[src/sv/i2ctt_pkg.sv]
// shared types, widths and codes of the i2c telemetry register target
package i2ctt_pkg;

   localparam int unsigned KIND_W   = 3;
   localparam int unsigned BYTE_W   = 8;
   localparam int unsigned CHAN_W   = 2;
   localparam int unsigned ADC_W    = 12;
   localparam int unsigned TIME_W   = 32;
   localparam int unsigned ACC_W    = 17;
   localparam int unsigned MV_W     = 16;
   localparam int unsigned FS_W     = 16;
   localparam int unsigned VER_W    = 16;
   localparam int unsigned SLOTS    = 4;
   localparam int unsigned OFFSET_W = 5;

   localparam int unsigned DEF_SAMPLES_PER_AVERAGE = 32;
   localparam int unsigned DEF_NUM_CHANNELS        = 3;

   localparam logic [ADC_W-1:0] ADC_MAX = 12'd4095;
   localparam logic [ACC_W-1:0] ACC_MAX = 17'h1FFFF;

   // event codes carried in the kind field
   localparam logic [KIND_W-1:0] KIND_WRITE   = 3'd0;
   localparam logic [KIND_W-1:0] KIND_READ    = 3'd1;
   localparam logic [KIND_W-1:0] KIND_FINISH  = 3'd2;
   localparam logic [KIND_W-1:0] KIND_SAMPLE  = 3'd3;
   localparam logic [KIND_W-1:0] KIND_PUBLISH = 3'd4;

   typedef struct packed {
      logic [KIND_W-1:0] kind;
      logic [BYTE_W-1:0] bus_byte;
      logic [CHAN_W-1:0] channel;
      logic [ADC_W-1:0]  adc_value;
      logic [TIME_W-1:0] timestamp_ms;
   } item_type;

   // published frame contents, slots past the channel count read zero
   typedef struct packed {
      logic                        published;
      logic [SLOTS-1:0][ADC_W-1:0] raw;
      logic [SLOTS-1:0][MV_W-1:0]  mv;
      logic [TIME_W-1:0]           time_ms;
   } frame_type;

endpackage

[src/sv/i2ctt_ifs.sv]
// valid/ready channel interfaces for event words and read-data words
interface i2ctt_req_if;
   logic                             valid;
   logic                             ready;
   logic [i2ctt_pkg::KIND_W-1:0]     kind;
   logic [i2ctt_pkg::BYTE_W-1:0]     bus_byte;
   logic [i2ctt_pkg::CHAN_W-1:0]     channel;
   logic [i2ctt_pkg::ADC_W-1:0]      adc_value;
   logic [i2ctt_pkg::TIME_W-1:0]     timestamp_ms;

   modport source (output valid, kind, bus_byte, channel, adc_value, timestamp_ms,
                   input ready);
   modport sink   (input valid, kind, bus_byte, channel, adc_value, timestamp_ms,
                   output ready);
endinterface

interface i2ctt_rsp_if;
   logic                         valid;
   logic                         ready;
   logic [i2ctt_pkg::BYTE_W-1:0] read_data;

   modport source (output valid, read_data, input ready);
   modport sink   (input valid, read_data, output ready);
endinterface

[src/sv/i2ctt_bus.sv]
// register pointer and frame byte selection for the bus side
module i2ctt_bus (
   input  logic                         clock,
   input  logic                         reset,
   input  logic                         go,
   input  i2ctt_pkg::item_type          item,
   input  i2ctt_pkg::frame_type         frame,
   input  logic [i2ctt_pkg::BYTE_W-1:0] frame_base,
   input  logic [i2ctt_pkg::VER_W-1:0]  version_word,
   input  logic [i2ctt_pkg::BYTE_W-1:0] status_value,
   output logic [i2ctt_pkg::BYTE_W-1:0] read_data
);

   logic [i2ctt_pkg::BYTE_W-1:0]   pointer_ff, pointer_in;
   logic                           captured_ff, captured_in;
   logic [i2ctt_pkg::BYTE_W-1:0]   diff;
   logic [i2ctt_pkg::OFFSET_W-1:0] offset;
   logic [i2ctt_pkg::OFFSET_W:0]   rel;
   logic [1:0]                     slot;
   logic [i2ctt_pkg::ADC_W-1:0]    raw_word;
   logic [i2ctt_pkg::MV_W-1:0]     mv_word;
   logic [i2ctt_pkg::BYTE_W-1:0]   sel_byte;

   // 5-bit value mod 3 from bit weights 1,2,1,2,1
   function automatic logic [1:0] mod3 (input logic [4:0] h);
      logic [2:0] s;
      s = 3'(h[0]) + 3'(h[2]) + 3'(h[4]) + {2'(h[1]) + 2'(h[3]), 1'b0};
      if (s >= 3'd6) begin
         s = s - 3'd6;
      end else if (s >= 3'd3) begin
         s = s - 3'd3;
      end
      return s[1:0];
   endfunction

   // offset into the 24-byte frame: 8*(hi mod 3) + lo
   assign diff   = pointer_ff - frame_base;
   assign offset = {mod3(diff[7:3]), diff[2:0]};

   always_comb begin
      sel_byte = '0;
      rel      = '0;
      slot     = '0;
      raw_word = '0;
      mv_word  = '0;
      if (!frame.published) begin
         sel_byte = '0;
      end else if (offset < 5'd2) begin
         sel_byte = offset[0] ? version_word[15:8] : version_word[7:0];
      end else if (offset < 5'd10) begin
         rel      = {1'b0, offset} - 6'd2;
         slot     = rel[2:1];
         raw_word = frame.raw[slot];
         sel_byte = offset[0] ? {4'b0, raw_word[11:8]} : raw_word[7:0];
      end else if (offset < 5'd18) begin
         rel      = {1'b0, offset} - 6'd10;
         slot     = rel[2:1];
         mv_word  = frame.mv[slot];
         sel_byte = offset[0] ? mv_word[15:8] : mv_word[7:0];
      end else if (offset < 5'd22) begin
         rel = {1'b0, offset} - 6'd18;
         case (rel[1:0])
            2'd0:    sel_byte = frame.time_ms[7:0];
            2'd1:    sel_byte = frame.time_ms[15:8];
            2'd2:    sel_byte = frame.time_ms[23:16];
            default: sel_byte = frame.time_ms[31:24];
         endcase
      end else if (offset == 5'd22) begin
         sel_byte = status_value;
      end
   end

   assign read_data = (pointer_ff < frame_base) ? '0 : sel_byte;

   always_comb begin
      pointer_in  = pointer_ff;
      captured_in = captured_ff;
      if (go) begin
         case (item.kind)
            i2ctt_pkg::KIND_WRITE: begin
               if (!captured_ff) begin
                  pointer_in  = item.bus_byte;
                  captured_in = 1'b1;
               end
            end
            i2ctt_pkg::KIND_READ:   pointer_in  = pointer_ff + 8'd1;
            i2ctt_pkg::KIND_FINISH: captured_in = 1'b0;
            default: ;
         endcase
      end
   end

   always_ff @(posedge clock) begin
      if (reset) begin
         pointer_ff  <= '0;
         captured_ff <= 1'b0;
      end else begin
         pointer_ff  <= pointer_in;
         captured_ff <= captured_in;
      end
   end

endmodule

[src/sv/i2ctt_adc.sv]
// sample accumulators and the three-step publish pipeline that fills the frame
module i2ctt_adc #(
   parameter int unsigned SAMPLES_PER_AVERAGE = i2ctt_pkg::DEF_SAMPLES_PER_AVERAGE,
   parameter int unsigned NUM_CHANNELS        = i2ctt_pkg::DEF_NUM_CHANNELS
) (
   input  logic                       clock,
   input  logic                       reset,
   input  logic                       go,
   input  i2ctt_pkg::item_type        item,
   input  logic [i2ctt_pkg::FS_W-1:0] full_scale_mv,
   output i2ctt_pkg::frame_type       frame,
   output logic                       busy
);

   // divide by the sample count as multiply by a rounded-up reciprocal
   localparam int unsigned AVG_SHIFT = i2ctt_pkg::ACC_W + $clog2(SAMPLES_PER_AVERAGE);
   localparam int unsigned RECIP_W   = AVG_SHIFT + 1;
   localparam logic [RECIP_W-1:0] RECIP =
      RECIP_W'((2 ** AVG_SHIFT + SAMPLES_PER_AVERAGE - 1) / SAMPLES_PER_AVERAGE);
   localparam int unsigned PROD_W = i2ctt_pkg::ACC_W + RECIP_W;
   localparam int unsigned QUO_W  = PROD_W - AVG_SHIFT;
   localparam int unsigned MVP_W  = i2ctt_pkg::ADC_W + i2ctt_pkg::FS_W;

   typedef enum logic [1:0] {PUB_IDLE, PUB_AVG, PUB_MV} pub_state_type;

   pub_state_type                  state_ff;
   logic                           published_ff;
   logic [i2ctt_pkg::ACC_W-1:0]    acc_ff      [NUM_CHANNELS];
   logic [i2ctt_pkg::ACC_W-1:0]    acc_in      [NUM_CHANNELS];
   logic [i2ctt_pkg::ACC_W:0]      acc_sum     [NUM_CHANNELS];
   logic [PROD_W-1:0]              avg_prod_ff [NUM_CHANNELS];
   logic [i2ctt_pkg::ADC_W-1:0]    raw_ff      [NUM_CHANNELS];
   logic [i2ctt_pkg::ADC_W-1:0]    raw_in      [NUM_CHANNELS];
   logic [MVP_W-1:0]               mv_prod_ff  [NUM_CHANNELS];
   logic [i2ctt_pkg::MV_W-1:0]     mv_ff       [NUM_CHANNELS];
   logic [i2ctt_pkg::MV_W-1:0]     mv_in       [NUM_CHANNELS];
   logic [i2ctt_pkg::TIME_W-1:0]   time_ff;

   // floor(p / 4095) using 4096 = 4095 + 1 folded twice, then one correction
   function automatic logic [i2ctt_pkg::MV_W-1:0] div4095 (input logic [MVP_W-1:0] p);
      logic [16:0] y;
      logic [12:0] y2;
      logic [16:0] q;
      y  = 17'(p[MVP_W-1:12]) + 17'(p[11:0]);
      y2 = 13'(y[16:12]) + 13'(y[11:0]);
      q  = 17'(p[MVP_W-1:12]) + 17'(y[16:12]) + ((y2 >= 13'd4095) ? 17'd1 : 17'd0);
      return q[i2ctt_pkg::MV_W-1:0];
   endfunction

   function automatic logic [i2ctt_pkg::ADC_W-1:0] clamp_avg (input logic [PROD_W-1:0] p);
      logic [QUO_W-1:0] q;
      q = p[PROD_W-1:AVG_SHIFT];
      return (q > QUO_W'(i2ctt_pkg::ADC_MAX)) ? i2ctt_pkg::ADC_MAX : q[i2ctt_pkg::ADC_W-1:0];
   endfunction

   always_comb begin
      for (int c = 0; c < NUM_CHANNELS; c++) begin
         acc_sum[c] = {1'b0, acc_ff[c]} + (i2ctt_pkg::ACC_W + 1)'(item.adc_value);
         acc_in[c]  = acc_sum[c][i2ctt_pkg::ACC_W] ? i2ctt_pkg::ACC_MAX
                                                   : acc_sum[c][i2ctt_pkg::ACC_W-1:0];
         raw_in[c]  = clamp_avg(avg_prod_ff[c]);
         mv_in[c]   = div4095(mv_prod_ff[c]);
      end
   end

   always_ff @(posedge clock) begin
      if (reset) begin
         state_ff     <= PUB_IDLE;
         published_ff <= 1'b0;
         for (int c = 0; c < NUM_CHANNELS; c++) begin
            acc_ff[c] <= '0;
         end
      end else begin
         unique case (state_ff)
            PUB_IDLE: begin
               if (go && item.kind == i2ctt_pkg::KIND_SAMPLE) begin
                  for (int c = 0; c < NUM_CHANNELS; c++) begin
                     if (item.channel == i2ctt_pkg::CHAN_W'(c)) begin
                        acc_ff[c] <= acc_in[c];
                     end
                  end
               end
               if (go && item.kind == i2ctt_pkg::KIND_PUBLISH) begin
                  for (int c = 0; c < NUM_CHANNELS; c++) begin
                     avg_prod_ff[c] <= PROD_W'(acc_ff[c]) * PROD_W'(RECIP);
                     acc_ff[c]      <= '0;
                  end
                  time_ff  <= item.timestamp_ms;
                  state_ff <= PUB_AVG;
               end
            end
            PUB_AVG: begin
               for (int c = 0; c < NUM_CHANNELS; c++) begin
                  raw_ff[c]     <= raw_in[c];
                  mv_prod_ff[c] <= MVP_W'(raw_in[c]) * MVP_W'(full_scale_mv);
               end
               state_ff <= PUB_MV;
            end
            PUB_MV: begin
               for (int c = 0; c < NUM_CHANNELS; c++) begin
                  mv_ff[c] <= mv_in[c];
               end
               published_ff <= 1'b1;
               state_ff     <= PUB_IDLE;
            end
            default: state_ff <= PUB_IDLE;
         endcase
      end
   end

   assign busy = (state_ff != PUB_IDLE);

   always_comb begin
      frame           = '0;
      frame.published = published_ff;
      frame.time_ms   = time_ff;
      for (int s = 0; s < NUM_CHANNELS; s++) begin
         frame.raw[s] = raw_ff[s];
         frame.mv[s]  = mv_ff[s];
      end
   end

endmodule

[src/sv/i2c_telemetry_register_target.sv]
// top level of the i2c telemetry register target
// Read-only register target that serves a 24-byte little-endian telemetry
// frame to an i2c bus controller, fed with bus events and adc samples as words
// on the req channel; each bus read request returns one data word on the rsp
// channel, every other kind returns nothing. Frame layout by offset from
// frame_base: version (2 bytes), three raw channel averages (2 bytes each, a
// fourth slot reads 0), the matching millivolt values, a 32-bit timestamp,
// the status byte and one reserved zero byte; before the first publish the
// whole frame reads 0. Throughput is one word per clock when nothing stalls:
// a word waits in the input register, its pointer, accumulator or read-data
// update is written when it goes ahead, so read data passes the input register
// and then the result register before it shows on rsp, and it waits in that
// output register, so the next word is taken while a result is still waiting.
// Two things hold the input back: a read whose result register is still full
// and not being taken, and a publish, which runs a three-step pipeline
// (average multiply, millivolt multiply, divide by 4095) and keeps the
// following word waiting until its last step is done. Averages divide the
// per-channel sums by SAMPLES_PER_AVERAGE; channels at or above NUM_CHANNELS
// are ignored. Configuration registers sit at byte addresses 0 (frame_base),
// 4 (full_scale_mv), 8 (version) and 12 (status_value); the user must write
// them only while the block is idle, which the block itself does not enforce.
module i2c_telemetry_register_target #(
   parameter int unsigned SAMPLES_PER_AVERAGE = i2ctt_pkg::DEF_SAMPLES_PER_AVERAGE,
   parameter int unsigned NUM_CHANNELS        = i2ctt_pkg::DEF_NUM_CHANNELS
) (
   input  logic               clock,
   input  logic               reset,
   i2ctt_req_if.sink          req,
   i2ctt_rsp_if.source        rsp,
   input  logic               psel,
   input  logic               penable,
   input  logic               pwrite,
   input  logic [3:0]         paddr,
   input  logic [31:0]        pwdata,
   output logic [31:0]        prdata,
   output logic               pready
);

   // register map index, taken from paddr[3:2]
   typedef enum logic [1:0] {
      REG_FRAME_BASE,
      REG_FULL_SCALE,
      REG_VERSION,
      REG_STATUS
   } reg_index_type;

   localparam logic [i2ctt_pkg::BYTE_W-1:0] RST_FRAME_BASE = 8'h10;
   localparam logic [i2ctt_pkg::FS_W-1:0]   RST_FULL_SCALE = 16'd3300;
   localparam logic [i2ctt_pkg::VER_W-1:0]  RST_VERSION    = 16'h0001;
   localparam logic [i2ctt_pkg::BYTE_W-1:0] RST_STATUS     = 8'h01;

   // config registers
   logic [i2ctt_pkg::BYTE_W-1:0] frame_base_ff;
   logic [i2ctt_pkg::FS_W-1:0]   full_scale_ff;
   logic [i2ctt_pkg::VER_W-1:0]  version_ff;
   logic [i2ctt_pkg::BYTE_W-1:0] status_ff;
   reg_index_type                reg_index;
   logic                         csr_write;

   // input register and result register
   logic                         item_valid_ff;
   i2ctt_pkg::item_type          item_ff;
   logic                         rsp_valid_ff;
   logic [i2ctt_pkg::BYTE_W-1:0] rsp_data_ff;

   logic                         go;
   logic                         item_is_read;
   logic                         pub_busy;
   logic                         req_take;
   logic [i2ctt_pkg::BYTE_W-1:0] read_data;
   i2ctt_pkg::frame_type         frame;

   // ---------------- configuration port ----------------
   assign pready    = 1'b1;
   assign reg_index = reg_index_type'(paddr[3:2]);
   assign csr_write = psel && penable && pwrite;

   always_ff @(posedge clock) begin
      if (reset) begin
         frame_base_ff <= RST_FRAME_BASE;
         full_scale_ff <= RST_FULL_SCALE;
         version_ff    <= RST_VERSION;
         status_ff     <= RST_STATUS;
      end else if (csr_write) begin
         unique case (reg_index)
            REG_FRAME_BASE: frame_base_ff <= pwdata[7:0];
            REG_FULL_SCALE: full_scale_ff <= pwdata[15:0];
            REG_VERSION:    version_ff    <= pwdata[15:0];
            REG_STATUS:     status_ff     <= pwdata[7:0];
            default: ;
         endcase
      end
   end

   always_comb begin
      unique case (reg_index)
         REG_FRAME_BASE: prdata = 32'(frame_base_ff);
         REG_FULL_SCALE: prdata = 32'(full_scale_ff);
         REG_VERSION:    prdata = 32'(version_ff);
         REG_STATUS:     prdata = 32'(status_ff);
         default:        prdata = '0;
      endcase
   end

   // ---------------- word flow ----------------
   // the buffered word goes ahead unless a publish is still running or a read
   // finds the result register full and not draining
   assign item_is_read = (item_ff.kind == i2ctt_pkg::KIND_READ);
   assign go           = item_valid_ff && !pub_busy
                         && (!item_is_read || !rsp_valid_ff || rsp.ready);
   assign req.ready    = !item_valid_ff || go;
   assign req_take     = req.valid && req.ready;

   always_ff @(posedge clock) begin
      if (reset) begin
         item_valid_ff <= 1'b0;
      end else if (req_take) begin
         item_valid_ff <= 1'b1;
      end else if (go) begin
         item_valid_ff <= 1'b0;
      end
   end

   // payload only, no reset needed
   always_ff @(posedge clock) begin
      if (req_take) begin
         item_ff.kind         <= req.kind;
         item_ff.bus_byte     <= req.bus_byte;
         item_ff.channel      <= req.channel;
         item_ff.adc_value    <= req.adc_value;
         item_ff.timestamp_ms <= req.timestamp_ms;
      end
   end

   // result register, refilled in the same cycle it drains
   always_ff @(posedge clock) begin
      if (reset) begin
         rsp_valid_ff <= 1'b0;
      end else if (go && item_is_read) begin
         rsp_valid_ff <= 1'b1;
      end else if (rsp.ready) begin
         rsp_valid_ff <= 1'b0;
      end
   end

   always_ff @(posedge clock) begin
      if (go && item_is_read) begin
         rsp_data_ff <= read_data;
      end
   end

   assign rsp.valid     = rsp_valid_ff;
   assign rsp.read_data = rsp_data_ff;

   // ---------------- datapath ----------------
   i2ctt_bus u_bus (
      .clock        (clock),
      .reset        (reset),
      .go           (go),
      .item         (item_ff),
      .frame        (frame),
      .frame_base   (frame_base_ff),
      .version_word (version_ff),
      .status_value (status_ff),
      .read_data    (read_data)
   );

   i2ctt_adc #(
      .SAMPLES_PER_AVERAGE (SAMPLES_PER_AVERAGE),
      .NUM_CHANNELS        (NUM_CHANNELS)
   ) u_adc (
      .clock         (clock),
      .reset         (reset),
      .go            (go),
      .item          (item_ff),
      .full_scale_mv (full_scale_ff),
      .frame         (frame),
      .busy          (pub_busy)
   );

endmodule

[src/flat_wrapper.sv]
// flat-port wrapper written by rule: the top's interface ports become plain ports
module i2c_telemetry_register_target_flat 
#(
   parameter int unsigned SAMPLES_PER_AVERAGE = i2ctt_pkg::DEF_SAMPLES_PER_AVERAGE,
   parameter int unsigned NUM_CHANNELS        = i2ctt_pkg::DEF_NUM_CHANNELS
)
  (clock, reset, psel, penable, pwrite, paddr, pwdata, prdata, pready, req_valid, req_kind, req_bus_byte, req_channel, req_adc_value, req_timestamp_ms, req_ready, rsp_valid, rsp_read_data, rsp_ready);
  i2ctt_req_if req_i ();
  i2ctt_rsp_if rsp_i ();
  input  logic clock;
  input  logic reset;
  input  logic psel;
  input  logic penable;
  input  logic pwrite;
  input  logic [3:0] paddr;
  input  logic [31:0] pwdata;
  output logic [31:0] prdata;
  output logic pready;
  input wire logic [$bits(req_i.valid)-1:0] req_valid;
  input wire logic [$bits(req_i.kind)-1:0] req_kind;
  input wire logic [$bits(req_i.bus_byte)-1:0] req_bus_byte;
  input wire logic [$bits(req_i.channel)-1:0] req_channel;
  input wire logic [$bits(req_i.adc_value)-1:0] req_adc_value;
  input wire logic [$bits(req_i.timestamp_ms)-1:0] req_timestamp_ms;
  output wire logic [$bits(req_i.ready)-1:0] req_ready;
  output wire logic [$bits(rsp_i.valid)-1:0] rsp_valid;
  output wire logic [$bits(rsp_i.read_data)-1:0] rsp_read_data;
  input wire logic [$bits(rsp_i.ready)-1:0] rsp_ready;
  assign req_i.valid = req_valid;
  assign req_i.kind = req_kind;
  assign req_i.bus_byte = req_bus_byte;
  assign req_i.channel = req_channel;
  assign req_i.adc_value = req_adc_value;
  assign req_i.timestamp_ms = req_timestamp_ms;
  assign req_ready = req_i.ready;
  assign rsp_valid = rsp_i.valid;
  assign rsp_read_data = rsp_i.read_data;
  assign rsp_i.ready = rsp_ready;
  i2c_telemetry_register_target #(.SAMPLES_PER_AVERAGE(SAMPLES_PER_AVERAGE), .NUM_CHANNELS(NUM_CHANNELS)) u_core (.clock(clock), .reset(reset), .req(req_i), .rsp(rsp_i), .psel(psel), .penable(penable), .pwrite(pwrite), .paddr(paddr), .pwdata(pwdata), .prdata(prdata), .pready(pready));
endmodule
[config.mk]
export PLATFORM = sky130hd
export DESIGN_NAME = i2c_telemetry_register_target_flat
export DESIGN_NICKNAME = d
export VERILOG_FILES = /design/src/sv/i2ctt_pkg.sv /design/src/sv/i2ctt_ifs.sv /design/src/sv/i2ctt_bus.sv /design/src/sv/i2ctt_adc.sv /design/src/sv/i2c_telemetry_register_target.sv /design/src/flat_wrapper.sv
export SDC_FILE = /design/constraint.sdc
export NUM_CORES = 2
export LEC_CHECK = 0
export ABC_AREA = 1
export BUFFER_PORTS_ARGS = -buffer_cell sky130_fd_sc_hd__buf_2
export CORE_MARGIN = 1
export CORE_UTILIZATION = 58
export DETAILED_ROUTE_END_ITERATION = 7
export GPL_ROUTABILITY_DRIVEN = 0
export PLACE_DENSITY_LB_ADDON = 0.05
export SYNTH_ARGS = -nofsm -noshare
export SYNTH_HDL_FRONTEND = slang
export SYNTH_SLANG_ARGS = --single-unit
export TNS_END_PERCENT = 30
[constraint.sdc]
create_clock -name clock -period 10.31 [get_ports clock]
set_input_delay 2.062 -clock clock [delete_from_list [all_inputs] [get_ports clock]]
set_output_delay 2.062 -clock clock [all_outputs]
set_load 0.01 [all_outputs]
==> impl_metrics.env <==
export IMPL_status="finished clean"
export IMPL_seqPwrFrac_pct=36.0
export IMPL_yosysMostFrequentCell="nand2_1"
export IMPL_chipWidth_um=266
export IMPL_tritoncts="yes"
export IMPL_worstPathRequired_ns=10.67
export IMPL_portBuffers=107
export IMPL_syn_area_per_cell_um2=8.50
export IMPL_synthFlopType="edfxtp_1"
export IMPL_ys_seq_elements=414
export IMPL_yosys_warnings=0
export IMPL_cts_buffers=47
export IMPL_fp_dieArea_um2=70700
export IMPL_drt_first_pass_iters=5
export IMPL_clk_latency_ns=0.61
export IMPL_clock_sinks=414
export IMPL_drt_iter0_markers=2177
export IMPL_rows=96
export IMPL_p_per_area_nw_per_um2=126
export IMPL_synth_edff_count=352
export IMPL_tightest_slew_ns=1.21
export IMPL_grt_overflow=0
export IMPL_cp_arrival_ns=6.69
export IMPL_area_growth_pct=6.89
export IMPL_die_height_um=266
export IMPL_synthTopCellsByArea="edfxtp_1 26%, fa_1 21%, nand2_1 11%, inv_1 9.6%, ha_1 9.6%"
export IMPL_clk_path_buf_depth=3
export IMPL_htree_levels=2
export IMPL_setup_violations_final=0
export IMPL_hold_viol=0
export IMPL_hold_class="reg -> reg"
export IMPL_rsz0062_at_grt="no"
export IMPL_drc_errors=0
export IMPL_wl_um=101000
export IMPL_ant_nets=0
export IMPL_core_um2=68700
export IMPL_worst_hold_slack_ns=0.418
export IMPL_p_int_uw=3560
export IMPL_clk_pin_slew_worst_paths_ns=0.06
export IMPL_netlist_instances=4750
export IMPL_cts_hold_buf=0
export IMPL_grt_usage_pct=29.7
export IMPL_synth_top_area_cell="edfxtp_1"
export IMPL_relSlewSlack_pct=19.3
export IMPL_synth_cell_types=62
export IMPL_drv_slew=0
export IMPL_cts_root_buf="clkbuf_16"
export IMPL_ctsResizeCount=0
export IMPL_grt_pass1_vias=30295
export IMPL_top_level_ports=143
export IMPL_via_per_inst=5.34
export IMPL_layout_drive_gt1_share_pct=5.52
export IMPL_max_freq_mhz=158
export IMPL_syn_cell_area_um2=40400
export IMPL_finalNetCount=5569
export IMPL_irDropWorstVdd_uv=127
export IMPL_critPathKind="reg -> reg"
export IMPL_yosysSeqAreaShare_pct=29.3
export IMPL_vias=30414
export IMPL_swShare_pct=34.3
export IMPL_start_util_pct=58.8
export IMPL_async_flop_share_pct=0
export IMPL_cp_max_fo=28
export IMPL_avgRoutedWirePerCell_um=17.7
export IMPL_end_kind="register"
export IMPL_synth_top_cell_area_share_pct=26.2
export IMPL_grt_max_degree=63
export IMPL_p_sw_uw=1860
export IMPL_fin_crit_ns=6.32
export IMPL_setup_tns_ns=0
export IMPL_fin_crit_sh_pct=61.3
export IMPL_grt_pass1_wl_um=163000
export IMPL_antenna_found_initial=4
export IMPL_dp_hpwl_um=76500
export IMPL_post_cts_setup_buffers=0
export IMPL_max_cap_viol_count=0
export IMPL_start_kind="register"
export IMPL_leakage_uw=0.0222
export IMPL_pwr_share_clk_pct=32.2
export IMPL_combPwrFrac_pct=31.8
export IMPL_fin_skew_ns=0.0287
export IMPL_synth_commonest_cells="1,134 x nand2_1, 1,032 x inv_1, 432 x fa_1"
## metrics by stage
step	power [uW]	utilization (%)	instances	area [um2]	setup WS [ns]
after floorplan	3240	-	4765	40400	2.87
after global placement	3680	60.5	5610	41500	4.07
after detailed placement	3700	60.5	5610	41500	4.06
after CTS	5450	62.8	5696	43100	4.04
after global routing	5760	62.8	5700	43200	3.65
final	5420	62.8	5700	43200	3.99
## power by group through the flow
stage	Clock, uW	Sequential [uW]	Combinational, uW
detailed placement	0	1990	1710
global route	1830	1960	1970
floorplan	0	1970	1270
finish	1740	1950	1720
global placement	0	1990	1690
CTS	1770	1950	1720
## metal layers
metal  global-route usage (%)  wire [um]  vias up  share of wire [%]
met2                     49.1      47200      844                 47
met5                        0          0        -                  0
met3                     3.81       5960      143                5.9
li1                         -          -    14664                  -
met4                     9.27       2890        0                2.9
met1                     40.7      44800    14763                 44
## critical path, stage by stage, from the launching register on
cell,delay (ns)
dfxtp_1,0.77
buf_4,0.54
nand2_1,0.16
fa_1,0.54
fa_1,0.51
inv_1,0.05
fa_1,0.46
fa_1,0.55
inv_1,0.06
fa_1,0.53
inv_1,0.04
ha_1,0.36
a21oi_1,0.17
o21ai_0,0.10
a21oi_1,0.12
a21boi_0,0.40
o21bai_1,0.15
nand3_1,0.09
nand2_1,0.08
xor2_1,0.37
## registers in the layout (all words and copies together) (netlist names)
signal and flops:
u_core.u_adc.mv_prod_ff 84, u_core.item_ff 57, u_core.u_adc.acc_ff 51, u_core.u_adc.mv_ff 48, u_core.u_adc.avg_prod_ff 36, u_core.u_adc.raw_ff 36, u_core.u_adc.time_ff 32, u_core.full_scale_ff 16
u_core.version_ff 16, u_core.frame_base_ff 8, u_core.rsp.read_data 8, u_core.status_ff 8, u_core.u_bus.pointer_ff 8, u_core.u_adc.state_ff 2, u_core.item_valid_ff 1, u_core.rsp.valid 1
u_core.u_adc.published_ff 1, u_core.u_bus.captured_ff 1
## cells by family (layout without fill, tap and decap cells)
| family | Yosys count | after routing | synth area share (%) |
|---|---|---|---|
| AO/OA/AOI/OAI | 529 | 529 | 7.52 |
| XOR/XNOR | 182 | 182 | 3.95 |
| adder cells (fa/ha/maj) | 741 | 741 | 31.0 |
| buffers and inverters | 1264 | 1264 | 11.9 |
| flip-flops | 414 | 414 | 29.3 |
| other | 2 | 21 | 0.0186 |
| AND/OR/NAND/NOR | 1618 | 1618 | 16.3 |
## worst paths after layout
check,start,to,slack [ns],cells after the start
worst max-delay path,u_core.full_scale_ff[6]$_SDFFE_PP1P_,u_core.u_adc.mv_prod_ff[0][52]$_DFFE_PP_,3.99,19
worst max register to register,u_core.full_scale_ff[6]$_SDFFE_PP1P_,u_core.u_adc.mv_prod_ff[0][52]$_DFFE_PP_,3.99,19
worst min-delay path,u_core.item_ff[13]$_DFFE_PP_,u_core.u_adc.time_ff[13]$_DFFE_PP_,0.42,0
worst min register to register,u_core.item_ff[13]$_DFFE_PP_,u_core.u_adc.time_ff[13]$_DFFE_PP_,0.42,0
## final cells by class
class                      instances  area, um2
inverter                        1035       3880
sequential                       414      11800
fill                            6069      25600
timing repair buffer             143        806
clock buffer                      53       1210
multi-input combinational       3087      23900
tap                              931       1160
antenna                            4       10.0
clock inverter                    33        393
## cells in the final DEF (no fill, tap or decap), drive strengths merged, types with 5 or more instances in the layout
cell type / synthesis / final
nand4: 31 / 31
bufinv: 0 / 7
and2: 5 / 5
xor2: 124 / 124
ha: 309 / 309
conb: 2 / 17
nor3: 30 / 30
xnor2: 58 / 58
o311ai: 5 / 5
nand2: 1144 / 1144
o2111ai: 10 / 10
a21o: 7 / 7
inv: 1034 / 1035
o21a: 6 / 6
o211ai: 11 / 11
nand3: 137 / 137
or2: 6 / 6
nor2: 229 / 229
edfxtp: 352 / 352
a22o: 8 / 8
o21bai: 16 / 16
clkinv: 1 / 22
a21boi: 7 / 7
a31oi: 26 / 26
a21oi: 230 / 230
clkbuf: 186 / 53
o21ai: 174 / 174
nor4: 11 / 11
nand3b: 20 / 20
fa: 432 / 432
dfxtp: 62 / 62
buf: 43 / 143
o221ai: 13 / 13
Note: power is estimated with default switching activity, not from simulation.
